<file path="config.mk">
export PLATFORM = sky130hd
export DESIGN_NAME = kes_ctrl
export DESIGN_NICKNAME = d
export VERILOG_FILES = /design/src/rtl/kes_pkg.sv /design/src/rtl/kes_ctrl.sv
export SDC_FILE = /design/constraint.sdc
export NUM_CORES = 1
export LEC_CHECK = 0
export BUFFER_PORTS_ARGS = -buffer_cell sky130_fd_sc_hd__buf_2
export CORE_ASPECT_RATIO = 1.25
export CORE_MARGIN = 10
export CORE_UTILIZATION = 30
export DETAILED_ROUTE_END_ITERATION = 8
export PLACE_DENSITY_LB_ADDON = 0.2
export SLEW_MARGIN = 20
export SYNTH_ARGS = -nofsm -noshare
export SYNTH_HDL_FRONTEND = slang
export SYNTH_SLANG_ARGS = --single-unit
</file>
<file path="constraint.sdc">
create_clock -name i_clk -period 1.49 [get_ports i_clk]
set_input_delay 0.298 -clock i_clk [delete_from_list [all_inputs] [get_ports i_clk]]
set_output_delay 0.298 -clock i_clk [all_outputs]
set_load 0.1 [all_outputs]
</file>
<file path="src/rtl/kes_pkg.sv">
// kes_pkg: shared types, constants and helper functions for the kepler solver
// used by kes_ctrl, kes_dp and kepler_equation_solver; no dependencies
package kes_pkg;

    localparam int MAX_ITERATIONS = 16;
    localparam int STEPS_W        = 7;
    localparam int CORDIC_STAGES  = 28;
    localparam int DIV_STEPS      = 32;
    localparam int CFG_IDX_W      = 8;
    localparam int CFG_DATA_W     = 32;

    localparam logic [CFG_IDX_W-1:0] CFG_ECC_CUTOFF = 8'd0;
    localparam logic [CFG_IDX_W-1:0] CFG_CONV_LIMIT = 8'd1;

    localparam logic [15:0] ECC_CUTOFF_RST = 16'd3277;
    localparam logic [19:0] CONV_LIMIT_RST = 20'd4685;

    localparam logic signed [35:0] Q28_PI        = 36'sd843314857;
    localparam logic signed [35:0] Q28_TWO_PI    = 36'sd1686629713;
    localparam logic signed [35:0] Q28_HALF_PI   = 36'sd421657428;
    localparam logic signed [35:0] Q28_ANGLE_SAT = 36'sd1610612736;
    localparam logic signed [35:0] Q30_ONE       = 36'sd1073741824;
    localparam logic signed [33:0] CORDIC_GAIN   = 34'sd652032874;
    localparam logic [31:0]        QUOT_SAT      = 32'h8000_0000;

    // datapath operations
    typedef enum logic [4:0] {
        OP_NOP, OP_LOAD, OP_CINIT, OP_CSTEP, OP_CFIN,
        OP_MUL_EC, OP_U, OP_MUL_SU, OP_P, OP_MUL_EP, OP_Q, OP_EST,
        OP_MUL_ES, OP_F, OP_FP, OP_DINIT, OP_DSTEP, OP_NEXT, OP_UPD
    } t_op;

    typedef struct packed {
        t_op op;
    } t_dp_cmd;

    typedef struct packed {
        logic cordic_last;
        logic div_last;
        logic refine;
        logic hit;
    } t_dp_stat;

    // arctangent of 2^-i in q28, rounded
    function automatic logic signed [31:0] atan_entry(input logic [4:0] i);
        logic signed [31:0] v;
        case (i)
            5'd0: v = 32'sd210828714;
            5'd1: v = 32'sd124459457;
            5'd2: v = 32'sd65760959;
            5'd3: v = 32'sd33381290;
            5'd4: v = 32'sd16755422;
            5'd5: v = 32'sd8385879;
            5'd6: v = 32'sd4193963;
            5'd7: v = 32'sd2097109;
            5'd8: v = 32'sd1048571;
            5'd9: v = 32'sd524287;
            default: v = 32'sd1 <<< (5'd28 - i);
        endcase
        return v;
    endfunction

    // round v / 2^s to nearest, ties away from zero
    function automatic logic signed [65:0] round_shift(input logic signed [65:0] v,
                                                       input int unsigned s);
        logic [65:0] mag;
        logic [65:0] r;
        mag = v[65] ? 66'(-v) : 66'(v);
        r   = (mag + (66'd1 << (s - 1))) >> s;
        return v[65] ? -$signed(r) : $signed(r);
    endfunction

    // v / 2^i truncated toward zero
    function automatic logic signed [33:0] shr_tz(input logic signed [33:0] v,
                                                  input logic [4:0] i);
        logic [33:0] mag;
        mag = v[33] ? 34'(-v) : 34'(v);
        mag = mag >> i;
        return v[33] ? -$signed(mag) : $signed(mag);
    endfunction

    function automatic logic signed [35:0] clamp_angle(input logic signed [35:0] v);
        if (v > Q28_ANGLE_SAT) return Q28_ANGLE_SAT;
        if (v < -Q28_ANGLE_SAT) return -Q28_ANGLE_SAT;
        return v;
    endfunction

endpackage

</file>
<file path="src/rtl/kes_ctrl.sv">
// kes_ctrl: sequencer for the series estimate and newton refinement
// drives kes_dp by operation codes; depends on kes_pkg
module kes_ctrl
    import kes_pkg::*;
(
    input  logic                 i_clk,
    input  logic                 i_rst_n,
    input  logic                 i_start,
    input  t_dp_stat             i_stat,
    output t_dp_cmd              o_cmd,
    output logic                 o_busy,
    output logic                 o_valid,
    output logic [STEPS_W-1:0]   o_steps_taken,
    output logic                 o_converged
);

    typedef enum logic [4:0] {
        S_IDLE, S_CINIT, S_CSTEP, S_CFIN,
        S_M1, S_U, S_M2, S_P, S_M3, S_Q, S_EST,
        S_NM1, S_NF, S_NM2, S_NFP, S_DINIT, S_DSTEP, S_NEXT, S_UPD
    } t_state;

    t_state               r_state;
    logic                 r_newton, r_valid, r_conv;
    logic [STEPS_W-1:0]   r_steps;

    // operation decode from state
    always_comb begin
        case (r_state)
            S_IDLE:  o_cmd.op = i_start ? OP_LOAD : OP_NOP;
            S_CINIT: o_cmd.op = OP_CINIT;
            S_CSTEP: o_cmd.op = OP_CSTEP;
            S_CFIN:  o_cmd.op = OP_CFIN;
            S_M1:    o_cmd.op = OP_MUL_EC;
            S_U:     o_cmd.op = OP_U;
            S_M2:    o_cmd.op = OP_MUL_SU;
            S_P:     o_cmd.op = OP_P;
            S_M3:    o_cmd.op = OP_MUL_EP;
            S_Q:     o_cmd.op = OP_Q;
            S_EST:   o_cmd.op = OP_EST;
            S_NM1:   o_cmd.op = OP_MUL_ES;
            S_NF:    o_cmd.op = OP_F;
            S_NM2:   o_cmd.op = OP_MUL_EC;
            S_NFP:   o_cmd.op = OP_FP;
            S_DINIT: o_cmd.op = OP_DINIT;
            S_DSTEP: o_cmd.op = OP_DSTEP;
            S_NEXT:  o_cmd.op = OP_NEXT;
            S_UPD:   o_cmd.op = OP_UPD;
            default: o_cmd.op = OP_NOP;
        endcase
    end

    // state and registered outputs
    always_ff @(posedge i_clk) begin
        if (!i_rst_n) begin
            r_state  <= S_IDLE;
            r_newton <= 1'b0;
            r_valid  <= 1'b0;
            r_conv   <= 1'b0;
            r_steps  <= '0;
        end else begin
            r_valid <= 1'b0;
            case (r_state)
                S_IDLE: if (i_start) begin
                    r_newton <= 1'b0;
                    r_steps  <= '0;
                    r_state  <= S_CINIT;
                end
                S_CINIT: r_state <= S_CSTEP;
                S_CSTEP: if (i_stat.cordic_last) r_state <= S_CFIN;
                S_CFIN:  r_state <= r_newton ? S_NM1 : S_M1;
                S_M1:    r_state <= S_U;
                S_U:     r_state <= S_M2;
                S_M2:    r_state <= S_P;
                S_P:     r_state <= S_M3;
                S_M3:    r_state <= S_Q;
                S_Q:     r_state <= S_EST;
                S_EST: begin
                    if (i_stat.refine) begin
                        r_newton <= 1'b1;
                        r_state  <= S_CINIT;
                    end else begin
                        r_conv  <= 1'b1;
                        r_valid <= 1'b1;
                        r_state <= S_IDLE;
                    end
                end
                S_NM1:   r_state <= S_NF;
                S_NF:    r_state <= S_NM2;
                S_NM2:   r_state <= S_NFP;
                S_NFP:   r_state <= S_DINIT;
                S_DINIT: r_state <= S_DSTEP;
                S_DSTEP: if (i_stat.div_last) r_state <= S_NEXT;
                S_NEXT:  r_state <= S_UPD;
                S_UPD: begin
                    r_steps <= r_steps + STEPS_W'(1);
                    if (i_stat.hit) begin
                        r_conv  <= 1'b1;
                        r_valid <= 1'b1;
                        r_state <= S_IDLE;
                    end else if (r_steps == STEPS_W'(MAX_ITERATIONS - 1)) begin
                        r_conv  <= 1'b0;
                        r_valid <= 1'b1;
                        r_state <= S_IDLE;
                    end else begin
                        r_state <= S_CINIT;
                    end
                end
                default: r_state <= S_IDLE;
            endcase
        end
    end

    assign o_busy        = (r_state != S_IDLE);
    assign o_valid       = r_valid;
    assign o_steps_taken = r_steps;
    assign o_converged   = r_conv;

endmodule

</file>
==> results.txt, run 1 <==
The count of max-cap constraint violations came out at 0. Static timing analysis puts the maximum clock frequency at between 500 and 600 MHz. The share of the synthesized area in the top cell type is a little under a third.

The net count of the finished layout is approximately 220. IR analysis of the VDD net gives a maximum drop of 1900 uV. Detailed placement finished with a half-perimeter wire length of 2.79 mm. The worst setup path is launched from a register. TritonCTS built the clock tree. Per report_power, the sequential group accounts for between 10% and 20% of the total. The max-slew violation count came out at 0. The setup total negative slack is -2.08 ns. The number of H-tree branching levels is 1.

Cells with a size suffix above 1 make up a little under 70% of the layout. The netlist area before placement is between 900 and 1000 um^2. The overall power after layout came out at ~3 mW.

The number of synthesized register bits came out at 15. For the pin with the worst max-slew slack, the measured transition is a little under 0.5 ns. The cell row count came out at 23. Setup repair after global routing could not meet its margin everywhere.

The wire length reported by the detailed router is between 4 and 5 mm. Setup violations remaining at the end of the flow were counted as 16. The final reports fail on negative setup slack. Subtracting the final worst setup slack from the clock period gives roughly 1.7 ns. The maximum fanout along the worst path is 5. The total net switching power is between 1 and 1.5 mW. The worst path required time is 1.19 ns. The core box area is around 3200 um^2. Setup slack on the critical path of the routed design comes to -0.227 ns. The average routed wire per standard cell came out at between 15 and 20 um. The start-to-end type of the worst setup path is register to output port. The run finished, with violations left.

STA classifies the critical path endpoint as an output port. The initial antenna violation count came out at 0. The worst hold-check slack came out at 0.344 ns.

The clock skew after layout is 0.00487 ns. The met2 routing resource usage after global routing came out at 23.7%. The number of hold violations in the final report was 0. By area the synthesized netlist is led by dfxtp_1 (30%), nand2_1 (7.2%), a21oi_1 (5.1%).

From synthesis to final layout, the design area changed by 120%. After filler insertion, the fill cell instance count of the layout stands at roughly 250. The sequential cell area in the final layout came out at 338 um^2. Entering global routing, the biggest net connects 10 pins. The post-synthesis cell count is 136.

Global routing used 12.5% of the available tracks. The fraction of power spent switching nets came out at between 40% and 50%. The static leakage came out at a little under 1 nW. The clock-pin slew reported for the worst setup and hold paths after clock tree synthesis is ~0.060 ns. For met1 alone, demand over resource in global routing was approximately 12%. The data arrival at the endpoint of the critical path came out at ~1.4 ns. The ratio of routed vias to standard cells is between 5 and 6. The tree is rooted in a clkbuf_8. The die area is 5990 um^2. At the end of the flow the core is filled with cells to 67.9%. The clock reaches the later pin of the worst-skew pair after between 0.2 and 0.3 ns. The total number of clock tree sinks is 15. Counting the buffers created by CTS gives 3.

The met3 capacity usage during global routing is 2.74%. The cell internal power dissipation is ~1.6 mW. The number of buffers on the longest clock path came out at 2. After global routing, the most crowded layer is met2.

The netlist uses 36 different library cells. The number of buffers inserted by hold repair at cts came out at 0. The clock network fraction of total power is 11.1%. Global routing finished with a remaining overflow of 0. The die extent in x came out at just over 70 um. The global-route wire length before repair came out at about 6.2 mm. The detail route stage leaves a number of antenna-violating nets equal to 0. The min-delay analysis places its worst path in the category input port to register. The largest total area in the synthesized netlist belongs to dfxtp_1. The relative contribution of combinational cells to total power is approximately 73%. The area occupied by multi-input gates is about 940 um^2. The number of iterations in the first detailed-routing pass is 4. Power spread over the standard cell area amounts to about 1400 nW/um^2. The diode insertion count for antenna repair is 0.

The violation count after the first detailed-routing iteration is 84. The average cell area after synthesis came out at roughly 7.2 um^2. The initial core utilization is 30.8%.

The DRC violation count after routing is 0. The chip height is about 84 um. The weighted congestion at the end of routability-driven global placement is ~0.92.

The portion of the post-synthesis area used by sequential elements came out at between 30% and 40%. The net count of the mapped netlist came out at between 100 and 150. During I/O placement, the number of pins put on the boundary was 22. The number of warnings printed during yosys synthesis came out at 0.

The number of global-route vias before repair came to around 1300. After layout, the worst path uses 115% of the clock period. The tightest slew margin relative to the limit is around 68%.

The detailed router placed 1340 vias in this run. The count of input and output buffers came out at 21.
-- cell type report --
| cell class | count | area share, % |
|---|---|---|
| Timing Repair Buffer | 84 | 36.3 |
| Clock inverter | 1 | 0.231 |
| Sequential cell | 15 | 15.6 |
| Tap cell | 37 | 2.13 |
| Inverter | 2 | 0.346 |
| Multi-Input combinational cell | 109 | 43.5 |
| Clock buffer | 3 | 1.90 |
-- placed cells by master (no fill, tap or decap), types with 4 or more instances in the layout --
master	n
a21oi_1	5
nand2_2	4
buf_4	42
a31oi_1	6
nor2_2	4
a21oi_2	4
nor2_1	6
nand2_4	5
nor3_1	5
dfxtp_4	9
buf_12	8
nand2_1	10
buf_6	18
buf_2	13
o21ai_1	4
-- power by group through the flow --
stage	logic, mW	registers [mW]	clock network [mW]
floorplan	1.12	0.456	0
global placement	1.72	0.467	0
detailed placement	1.73	0.468	0
CTS	2.01	0.477	0.345
global route	2.30	0.487	0.366
finish	2.19	0.483	0.334
-- kinds of logic after synthesis --
kind of cell | synth area share [%]
buf+inv | 5.46
compound gates | 26.1
flops | 30.5
fa+ha+maj | 1.27
simple gates | 36.7
-- cell usage after synthesis, drive strengths merged --
master	number
o22ai	1
or4	1
nand3b	3
a211oi	2
dfxtp	15
o211a	1
or2b	1
ha	1
a22o	2
o21ai	8
a32oi	1
a311oi	1
nor4b	1
or3	3
buf	2
nor3b	3
nor2	13
inv	2
clkbuf	8
a21boi	1
o31a	2
a21oi	10
o41ai	1
nand3	5
nand4	1
o31ai	1
nor2b	3
a21o	1
nand2b	5
nor4	3
or3b	1
nor3	8
nand2	19
a31oi	6
-- timing repair --
action	CTS	global route
pin swaps	17	17
cloned	0	0
gates resized for setup	43	41
setup buffers	15	9
endpoints found under the setup margin	13	19
-- stage by stage --
stage | area (um^2) | cells | worst slack, ns
2_1_floorplan | 1190 | 136 | -0.376
3_3_place_gp | 1650 | 225 | -0.0928
3_5_place_dp | 1650 | 225 | -0.0959
4_1_cts | 1960 | 244 | -0.219
5_1_grt | 2170 | 251 | -0.297
6_report | 2170 | 251 | -0.227
-- per-layer routing --
layer	wire length, um	up-vias
li1	-	653
met1	1610	645
met2	2320	33
met3	175	9
met4	88	0
met5	0	-
-- flip-flops by register name (all words and copies together), names as in the netlist --
| register | flops |
|---|---|
| r_newton | 1 |
| o_valid | 1 |
| o_steps_taken | 7 |
| o_converged | 1 |
| r_state | 5 |
-- path summary, 6_finish.rpt --
kind                            slack [ns]  cells past startpoint              from               end
worst max register to register       -0.19                      6        r_state[2]        r_state[3]
worst min register to register        0.46                      1  o_steps_taken[6]  o_steps_taken[6]
worst min-delay path                  0.34                      3         i_stat[1]          r_newton
worst max-delay path                 -0.23                      6        r_state[1]          o_cmd[1]
-- critical path: stages (launching register included) --
cell      delay (ns)
dfxtp_4         0.36
buf_6           0.13
nor2_4          0.14
nand2_2         0.08
a21boi_4        0.15
o22ai_4         0.12
buf_12          0.19
Note: power is estimated with default switching activity, not from simulation.
==> inputs of run 2 (changes only) <==
--- a/config.mk
+++ b/config.mk
@@ -8,7 +8,7 @@
 export BUFFER_PORTS_ARGS = -buffer_cell sky130_fd_sc_hd__buf_2
 export CORE_ASPECT_RATIO = 1.25
 export CORE_MARGIN = 10
-export CORE_UTILIZATION = 30
+export CORE_UTILIZATION = 47
 export DETAILED_ROUTE_END_ITERATION = 8
 export PLACE_DENSITY_LB_ADDON = 0.2
 export SLEW_MARGIN = 20
==> run 2 against run 1 <==
The run now fails in global routing (5_1_grt). Synthesized cell count unchanged. Area after synthesis unchanged.
==> results.txt, run 2 <==
The number of buffers inserted by hold repair at cts is 0 (unchanged). The cell chosen for the clock root is clkbuf_4 (was clkbuf_8). The total number of clock tree sinks is 15 (unchanged). The setup slack at placement is -0.139 ns (was -0.0959 ns).

The post-synthesis cell count came out at 136 (unchanged). Cells taking the most area after synthesis: dfxtp_1 (30%), nand2_1 (7.2%), a21oi_1 (5.1%) (unchanged). The share of synthesized flip-flops with an asynchronous set or reset came out at 0% (unchanged). The number of buffers created by CTS is 3 (unchanged).

The cell row count came out at 18 (was 23). The most repeated cell in the gate-level netlist after synthesis is nand2_1 (unchanged). Commonest cells in the synthesized netlist: nand2_1 (19), dfxtp_1 (15), nor2_1 (13) (unchanged).

The number of enable-type register cells in the synthesized netlist came out at 0 (unchanged). The average cell area after synthesis is 7.24 um^2 (unchanged). The number of H-tree branching levels is 1 (unchanged). The weighted congestion at the end of routability-driven global placement is 0.882 (was 0.922).

The portion of the post-synthesis area used by sequential elements is 30.5% (unchanged). The number of synthesized register bits is 15 (unchanged). The count of input and output buffers is 21 (unchanged). The number of buffers on the longest clock path came out at 2 (unchanged).

The share of the synthesized area in the top cell type is 30.5% (unchanged). The number of warnings printed during yosys synthesis was 0 (unchanged). The netlist area before placement was 985 um^2 (unchanged). The failing step is global routing (5_1_grt). The flip-flop cell with the highest count after synthesis is dfxtp_1 (unchanged). The die extent in x is 60.9 um (was 71.2 um). The I/O pin total came out at 22 (unchanged).

The maximum number of pins on one net before global-route repair is 14. The initial core utilization is 49.7% (was 30.8%). The half-perimeter wire length of the detailed placement result is 2.60 mm (was 2.79 mm). After the last repair the worst path ends at a primary output. The post-synthesis cell type count came to 36 (unchanged).

The net count of the mapped netlist is 144 (unchanged). The tool reported: "[ERROR DPL-0038] Utilization greater than 100%, impossible to legalize". The chip height came out at 71.2 um (was 84.1 um). The number of placed cells counting well taps was 207 (was 225). Run status: did not finish (was finished with violations). The biggest area consumer among synthesized cells is dfxtp_1 (unchanged). After global-route timing repair, the worst endpoint was o_cmd[2].
-- run 2: cell counts after synthesis --
Identical to the previous run, type by type.
-- run 2: metrics by stage --
| stage | area [um^2] | hold WS [ns] | setup TNS, ns | utilization, % |
|---|---|---|---|---|
| global placement | 1620 | 0.434 | -0.917 | 81.6 |
| detailed placement | 1620 | 0.446 | -1.27 | 81.6 |
| CTS | 1840 | 0.316 | -2.59 | 93.0 |
| floorplan | 1190 | 0.426 | -1.61 | - |
-- run 2: cell families after synthesis --
kind of cell	Yosys count	share of synthesized area [%]
adders and majority gates	1	1.27
and+or+nand+nor	70	36.7
buffers and inverters	12	5.46
DFF	15	30.5
AOI/OAI and AO/OA	38	26.1
-- run 2: what timing repair did --
item,in CTS
setup endpoints to repair,17
pin swaps,9
gates resized for setup,28
setup buffers,11
==> inputs of run 3 (changes only) <==
--- a/config.mk
+++ b/config.mk
@@ -6,11 +6,10 @@
 export NUM_CORES = 1
 export LEC_CHECK = 0
 export BUFFER_PORTS_ARGS = -buffer_cell sky130_fd_sc_hd__buf_2
-export CORE_ASPECT_RATIO = 1.25
-export CORE_MARGIN = 10
-export CORE_UTILIZATION = 47
+export CORE_AREA = 10 10 71 73
 export DETAILED_ROUTE_END_ITERATION = 8
-export PLACE_DENSITY_LB_ADDON = 0.2
+export DIE_AREA = 0 0 81 83
+export PLACE_DENSITY_LB_ADDON = 0.15
 export SLEW_MARGIN = 20
 export SYNTH_ARGS = -nofsm -noshare
 export SYNTH_HDL_FRONTEND = slang
==> constraint.sdc (replaced) <==
create_clock -name i_clk -period 1.9 [get_ports i_clk]
set_input_delay 0.38 -clock i_clk [delete_from_list [all_inputs] [get_ports i_clk]]
set_output_delay 0.38 -clock i_clk [all_outputs]
set_load 0.1 [all_outputs]
==> run 3 against run 2 <==
The run now ends clean.
==> results.txt, run 3 (synthesis gave the netlist of run 1 again) <==
The highest clock rate is 532 MHz. The clock network fraction of total power came out at approximately 14%. In this run switching power makes up 48.6% of total power. The setup total negative slack came out at 0 ns. The number of vias in the routed layout is ~1100. The number of hold violations in the final report came out at 0. The met3 capacity usage during global routing is approximately 2.7%.

Global routing used a little under a tenth of the available met1 tracks. The core region is 3630 um^2. The half-perimeter wire length of the detailed placement result came out at 2.41 mm (was 2.60 mm). The count of input and output buffers was 21 (unchanged).

The clock-pin slew reported for the worst setup and hold paths after clock tree synthesis is approximately 0.070 ns. The worst setup path is captured at an output port. The total number of clock tree sinks is 15 (unchanged). The final period utilization is roughly 100%. The total net switching power is approximately 0.9 mW. Of all nets on the critical path, the largest fanout is 8. The combined global-route utilization of all metal layers is 8.81%. The worst register-to-register path begins at o_steps_taken[0]. The number of flip-flops in the largest register came out at 7. The average routed wire per standard cell came out at around 14 um. The tool flagged a number of max-cap violations equal to 0.

The die extent in x is 81 um (was 60.9 um). In the routed design, unresolved DRC markers number 0. The tightest slew margin relative to the limit came out at around two thirds. The I/O pin total is 22 (unchanged). The worst setup path is of the register to output port kind. The clock latency reported for the late side of the worst-skew pair came out at roughly 0.25 ns. The leftover overflow at the end of global routing is 0. Summed over all layers, the routed wires come to 3.02 mm. Entering global routing, the biggest net connects 11 pins. The ratio of cells with drive above 1 in the final layout came out at a little under 40%. Data on the critical path arrives at its endpoint at ~1.5 ns. The number of buffers on the longest clock path came out at 2 (unchanged). Once layout is done, the placed cells without fillers occupy around 1500 um^2. VDD sags by at most approximately 600 uV. The number of cell instances on the worst register-to-register path came out at 5. The initial core utilization came out at 27.1% (was 49.7%). The global-route wire length before repair is between 4 and 5 mm. The weighted congestion at the end of routability-driven global placement is 0.881 (was 0.882). The static leakage is 0.592 nW. The worst hold path begins at i_stat[1]. The chip height came out at 83 um (was 71.2 um). The clock skew after layout came out at 0.00517 ns.

The floorplan step defined a die boundary enclosing between 6000 and 7000 um^2. The TritonCTS clock tree is done. The time the final worst path needs with I/O delays and setup came out at about 1.9 ns.

For this block, the initial DRC count from the detailed router was 90. The class of the tightest hold or removal check is input port to register. The number of H-tree branching levels came out at 1 (unchanged). In this run the most used layer during global routing was met2. The number of placed cells counting well taps is 209 (was 207).

For met2 alone, demand over resource in global routing was 15.3%. The number of global-route vias before repair was approximately 1100. The number of iterations in the first detailed-routing pass is 4. The cell count of the worst hold path is 3. Relative to the synthesized area, the layout overhead comes to 51.6%. The library cell used most frequently in the layout, excluding fill and tap cells, is nand2_1.

The power density over the cells came out at approximately 1300 nW/um^2. The cell row count came out at 22 (was 18). In this run the worst setup path begins at r_state[1]. The setup violation total in the final timing report is 0. The library cells used most frequently in the layout, excluding fill and tap cells, are nand2_1 (18), buf_2 (15), buf_4 (13), nor2_1 (9), a21oi_1 (9).

Run status: completed (was did not finish). The cell area reported after detailed placement is 1370 um^2 (was 1620 um^2). STA classifies the critical path startpoint as a register. The post-layout net count came out at between 150 and 200. Cells fill between 40 and 50% of the core in the end. The antenna violation net count after detailed routing is 0. The cell chosen for the clock root is clkbuf_8 (was clkbuf_4). The transition at the pin with the smallest max-transition slack came out at 0.490 ns. The overall power after layout is ~1.9 mW. The count of cells in the finished layout, fillers not included, comes to around 220. The relative contribution of combinational cells to total power is between 60% and 70%. Setup repair after global routing could not meet its margin everywhere. The ratio of routed vias to standard cells came out at 5.19.

The number of buffers created by CTS is 3 (unchanged). The cell internal power dissipation came out at approximately 1 mW. The max-slew violation count came out at 0. The initial antenna violation count is 0. The worst path required time is about 1.5 ns. Sequential cells burn around a fifth of the power. The number of antenna diodes in the final layout is 0.
-- run 3: path summary, 6_finish.rpt --
kind                            to  slack, ns
setup / recovery          o_cmd[1]       0.02
setup reg to reg        r_state[0]       0.20
hold / removal            r_newton       0.44
hold reg to reg   o_steps_taken[3]       0.46
-- run 3: layout make-up --
type,instances,area (um^2)
Tap cell,48,60.1
Clock buffer,3,41.3
Sequential cell,15,320
Clock inverter,1,5.00
Inverter,2,7.51
Fill cell,396,2140
Timing Repair Buffer,37,327
Multi-Input combinational cell,109,732
-- run 3: repair_timing --
item | 4_1_cts | 5_1_grt
buffers inserted | 0 | 2
endpoints found under the setup margin | 2 | 3
hold buffers | 0 | 0
gates resized for setup | 6 | 14
pin swaps | 0 | 4
-- run 3: routing by layer --
layer | share of wire (%) | wire [um]
met2 | 51 | 1540
met3 | 4.9 | 149
met5 | 0 | 0
met4 | 1.0 | 31
met1 | 43 | 1300
-- run 3: power groups by stage --
stage               Combinational [mW]  Clock [mW]  Sequential [mW]
floorplan                        0.816           0            0.357
global placement                  1.16           0            0.372
detailed placement                1.17           0            0.374
CTS                               1.18       0.272            0.371
global route                      1.34       0.292            0.386
finish                            1.26       0.263            0.381
-- run 3: worst max-delay path: stages (launching register included) --
cell      delay [ns]
dfxtp_4         0.39
buf_6           0.15
nand2b_4        0.14
nor2_2          0.12
nor2_2          0.06
o22ai_4         0.20
buf_12          0.20
-- run 3: per-stage QoR --
step	setup slack [ns]	hold slack, ns
after floorplan	-0.146	0.498
after global placement	0.178	0.454
after detailed placement	0.149	0.453
after CTS	0.00370	0.439
after global routing	-0.0350	0.464
final	0.0212	0.438
==> inputs of run 4 (changes only) <==
--- a/config.mk
+++ b/config.mk
@@ -5,7 +5,7 @@
 export SDC_FILE = /design/constraint.sdc
 export NUM_CORES = 1
 export LEC_CHECK = 0
-export BUFFER_PORTS_ARGS = -buffer_cell sky130_fd_sc_hd__buf_2
+export BUFFER_PORTS_ARGS = -buffer_cell sky130_fd_sc_hd__clkbuf_2
 export CORE_AREA = 10 10 71 73
 export DETAILED_ROUTE_END_ITERATION = 8
 export DIE_AREA = 0 0 81 83
==> run 4 against run 3 <==
Hold slack improved by 0.017 ns. Global-route usage increased by 0.12 points. Clock skew decreased by 0.0034 ns. Register-to-register slack got worse by 0.06 ns. Via count decreased by 1.8%. Non-clock buffer count increased by 2. Setup slack improved by 0.067 ns. Sequential power about the same. Critical path depth decreased by 1. Highest routed layer unchanged.
==> results.txt, run 4 (synthesis gave the netlist of run 1 again) <==
Run status: completed (unchanged). The number of vias in the routed layout is 1095 (was 1115). The chip height came to 83 um (unchanged). The antenna violation net count after detailed routing is 0 (unchanged). The fraction of power spent switching nets is 47.9% (was 48.6%).

The number of buffers on the longest clock path came out at 2 (unchanged). The count of input and output buffers was 21 (unchanged). The number of placed cells counting well taps came out at 208 (was 209). RSZ-0062 raised after global routing: false (was true). The transition at the pin with the smallest max-transition slack was 0.546 ns (was 0.490 ns).

The maximum fanout along the worst path came to 8 (unchanged). The setup violation total in the final timing report came out at 0 (unchanged). The clock skew after layout came out at 0.00178 ns (was 0.00517 ns).

The total number of clock tree sinks came out at 15 (unchanged). The clock network fraction of total power is 13.8% (about the same). The reg-to-reg endpoint is r_state[0] (unchanged). The time the final worst path needs with I/O delays and setup came to 1.81 ns (was 1.88 ns). The tightest slew margin relative to the limit came to 63.7% (was 67.6%). The leftover overflow at the end of global routing is 0 (unchanged).

The combined global-route utilization of all metal layers is 8.93% (was 8.81%). The highest clock rate is 552 MHz (was 532 MHz). The global-route wire length before repair is 5.10 mm (was 4.88 mm).

The worst vdd rail ir drop came out at 547 uV (was 598 uV). The total net switching power is 0.907 mW (was 0.927 mW). The data arrival at the endpoint of the critical path is 1.43 ns (was 1.50 ns).

The DRC violation count after routing came out at 0 (unchanged). The post-layout net count came out at 178 (was 176). The post-synthesis to final-layout area growth is 49.8% (was 51.6%).

The worst hold-check slack is 0.456 ns (was 0.438 ns). The wire length reported by the detailed router is 2.99 mm (was 3.02 mm). The max-slew violation count is 0 (unchanged). The destination of the critical timing path is o_cmd[1] (unchanged).

The ratio of cells with drive above 1 in the final layout was 37.9% (was 39.5%). The number of buffers created by CTS came out at 3 (unchanged). The register-to-register path setup slack was 0.14 ns (was 0.20 ns). The initial core utilization came out at 27.1% (unchanged). The count of max-cap constraint violations came to 0 (unchanged).

The number of cells in the finished layout apart from fillers came out at 217 (was 215). The relative contribution of combinational cells to total power came out at 65.9% (was 66.3%). The number of iterations in the first detailed-routing pass is 4 (unchanged).

The number of H-tree branching levels is 1 (unchanged). The critical path capture point type is an output port (unchanged). The static leakage is 0.588 nW (was 0.592 nW). The cell chosen for the clock root is clkbuf_8 (unchanged). The sequential group share of total power came out at 20.3% (was 20.0%). The clock-pin slew reported for the worst setup and hold paths after clock tree synthesis is 0.06 ns (was 0.07 ns). The TritonCTS clock tree was done (unchanged). The overall power after layout came to 1.89 mW (was 1.91 mW).

The critical path launch point is r_state[0] (was r_state[1]). The start-to-end type of the worst setup path is register to output port (unchanged). The final period utilization came out at 95.3% (was 98.9%).

The setup total negative slack came out at 0 ns (unchanged). The I/O pin total came out at 22 (unchanged). The number of flip-flops in the largest register is 7 (unchanged). The number of buffers inserted by hold repair at cts is 0 (unchanged). The power density over the cells is 1280 nW/um^2 (about the same). The core box area came out at 3630 um^2 (unchanged).

The sort of element at the start of the critical path is a register (unchanged). The number of cell instances on the worst register-to-register path is 5 (unchanged). Top library cells by usage in the layout, fill and taps aside: nand2_1 (18), buf_4 (17), clkbuf_2 (15), nor2_1 (12), a21oi_1 (9) (was nand2_1 (18), buf_2 (15), buf_4 (13), nor2_1 (9), a21oi_1 (9)).

The origin of the critical flop-to-flop path is o_steps_taken[0] (unchanged). The average routed wire per standard cell is 13.8 um (was 14.1 um). The class of the tightest hold or removal check is input port to register (unchanged). The die area is 6720 um^2 (unchanged). The clock latency reported for the late side of the worst-skew pair is 0.24 ns (was 0.25 ns). The maximum number of pins on one net before global-route repair came out at 17 (was 11). The number of hold violations in the final report came out at 0 (unchanged). The cell internal power dissipation came to 0.985 mW (was 0.981 mW).

The worst path required time came to 1.52 ns (about the same). The half-perimeter wire length of the detailed placement result was 2.27 mm (was 2.41 mm). The diode insertion count for antenna repair came out at 0 (unchanged). The ratio of routed vias to standard cells came out at 5.05 (was 5.19).

The most common library cell in the layout ignoring fill and taps was nand2_1 (unchanged). The die extent in x is 81 um (unchanged). The number of global-route vias before repair came to 1089 (was 1087). The initial antenna violation count came out at 0 (unchanged). The smallest setup slack after layout was 0.0884 ns (was 0.0212 ns). The violation count after the first detailed-routing iteration is 52 (was 90). The setup slack at placement is 0.118 ns (was 0.149 ns). The cell row count came out at 22 (unchanged). The weighted congestion at the end of routability-driven global placement is 0.820 (was 0.881).
## run 4: worst max-delay path, cell delays in order (launching register included)
cell and delay [ns]:
dfxtp_4 0.37, buf_4 0.16, nor3b_4 0.22, nor2_2 0.08, o22ai_4 0.16, buf_12 0.19
## run 4: how the worst min path moves through the flow
stage / from / to / slack, ns / depth (start not counted)
global placement: o_steps_taken[3] / o_steps_taken[3] / 0.45 / 1
floorplan: r_newton / r_newton / 0.50 / 2
finish: i_stat[1] / r_newton / 0.46 / 3
CTS: i_stat[1] / r_newton / 0.45 / 3
detailed placement: o_steps_taken[3] / o_steps_taken[3] / 0.46 / 1
global route: o_steps_taken[3] / o_steps_taken[3] / 0.49 / 1
## run 4: timing repair
action                     4_1_cts  5_1_grt
hold endpoints to repair         0        0
setup buffers                    0        5
pin swaps                        1        2
setup endpoints to repair        4        3
resized for setup                8        6
## run 4: cell type report
| class | instances | area [um^2] |
|---|---|---|
| inverter | 2 | 7.51 |
| tap | 48 | 60.1 |
| timing repair buffer | 39 | 328 |
| fill | 389 | 2160 |
| clock inverter | 1 | 5.00 |
| multi-input combinational | 109 | 708 |
| sequential | 15 | 325 |
| clock buffer | 3 | 41.3 |
## run 4: power groups by stage
stage	combinational (mW)	clock, mW	sequential, mW
global placement	1.13	0	0.401
CTS	1.14	0.269	0.410
floorplan	0.816	0	0.357
finish	1.25	0.261	0.384
global route	1.32	0.287	0.392
detailed placement	1.13	0	0.403
## run 4: stage by stage
stage / cell area [um^2] / utilization (%)
2_1_floorplan: 1090 / -
3_3_place_gp: 1360 / 37.4
3_5_place_dp: 1360 / 37.4
4_1_cts: 1420 / 39.1
5_1_grt: 1480 / 40.6
6_report: 1480 / 40.6
## run 4: metal layers
| layer | up-vias | track usage (%) | share of wire (%) |
|---|---|---|---|
| met5 | - | 0 | 0 |
| met4 | 0 | 3.13 | 1.8 |
| met3 | 6 | 2.26 | 4.5 |
| met2 | 26 | 13.9 | 48 |
| met1 | 503 | 11.4 | 45 |
| li1 | 560 | - | - |
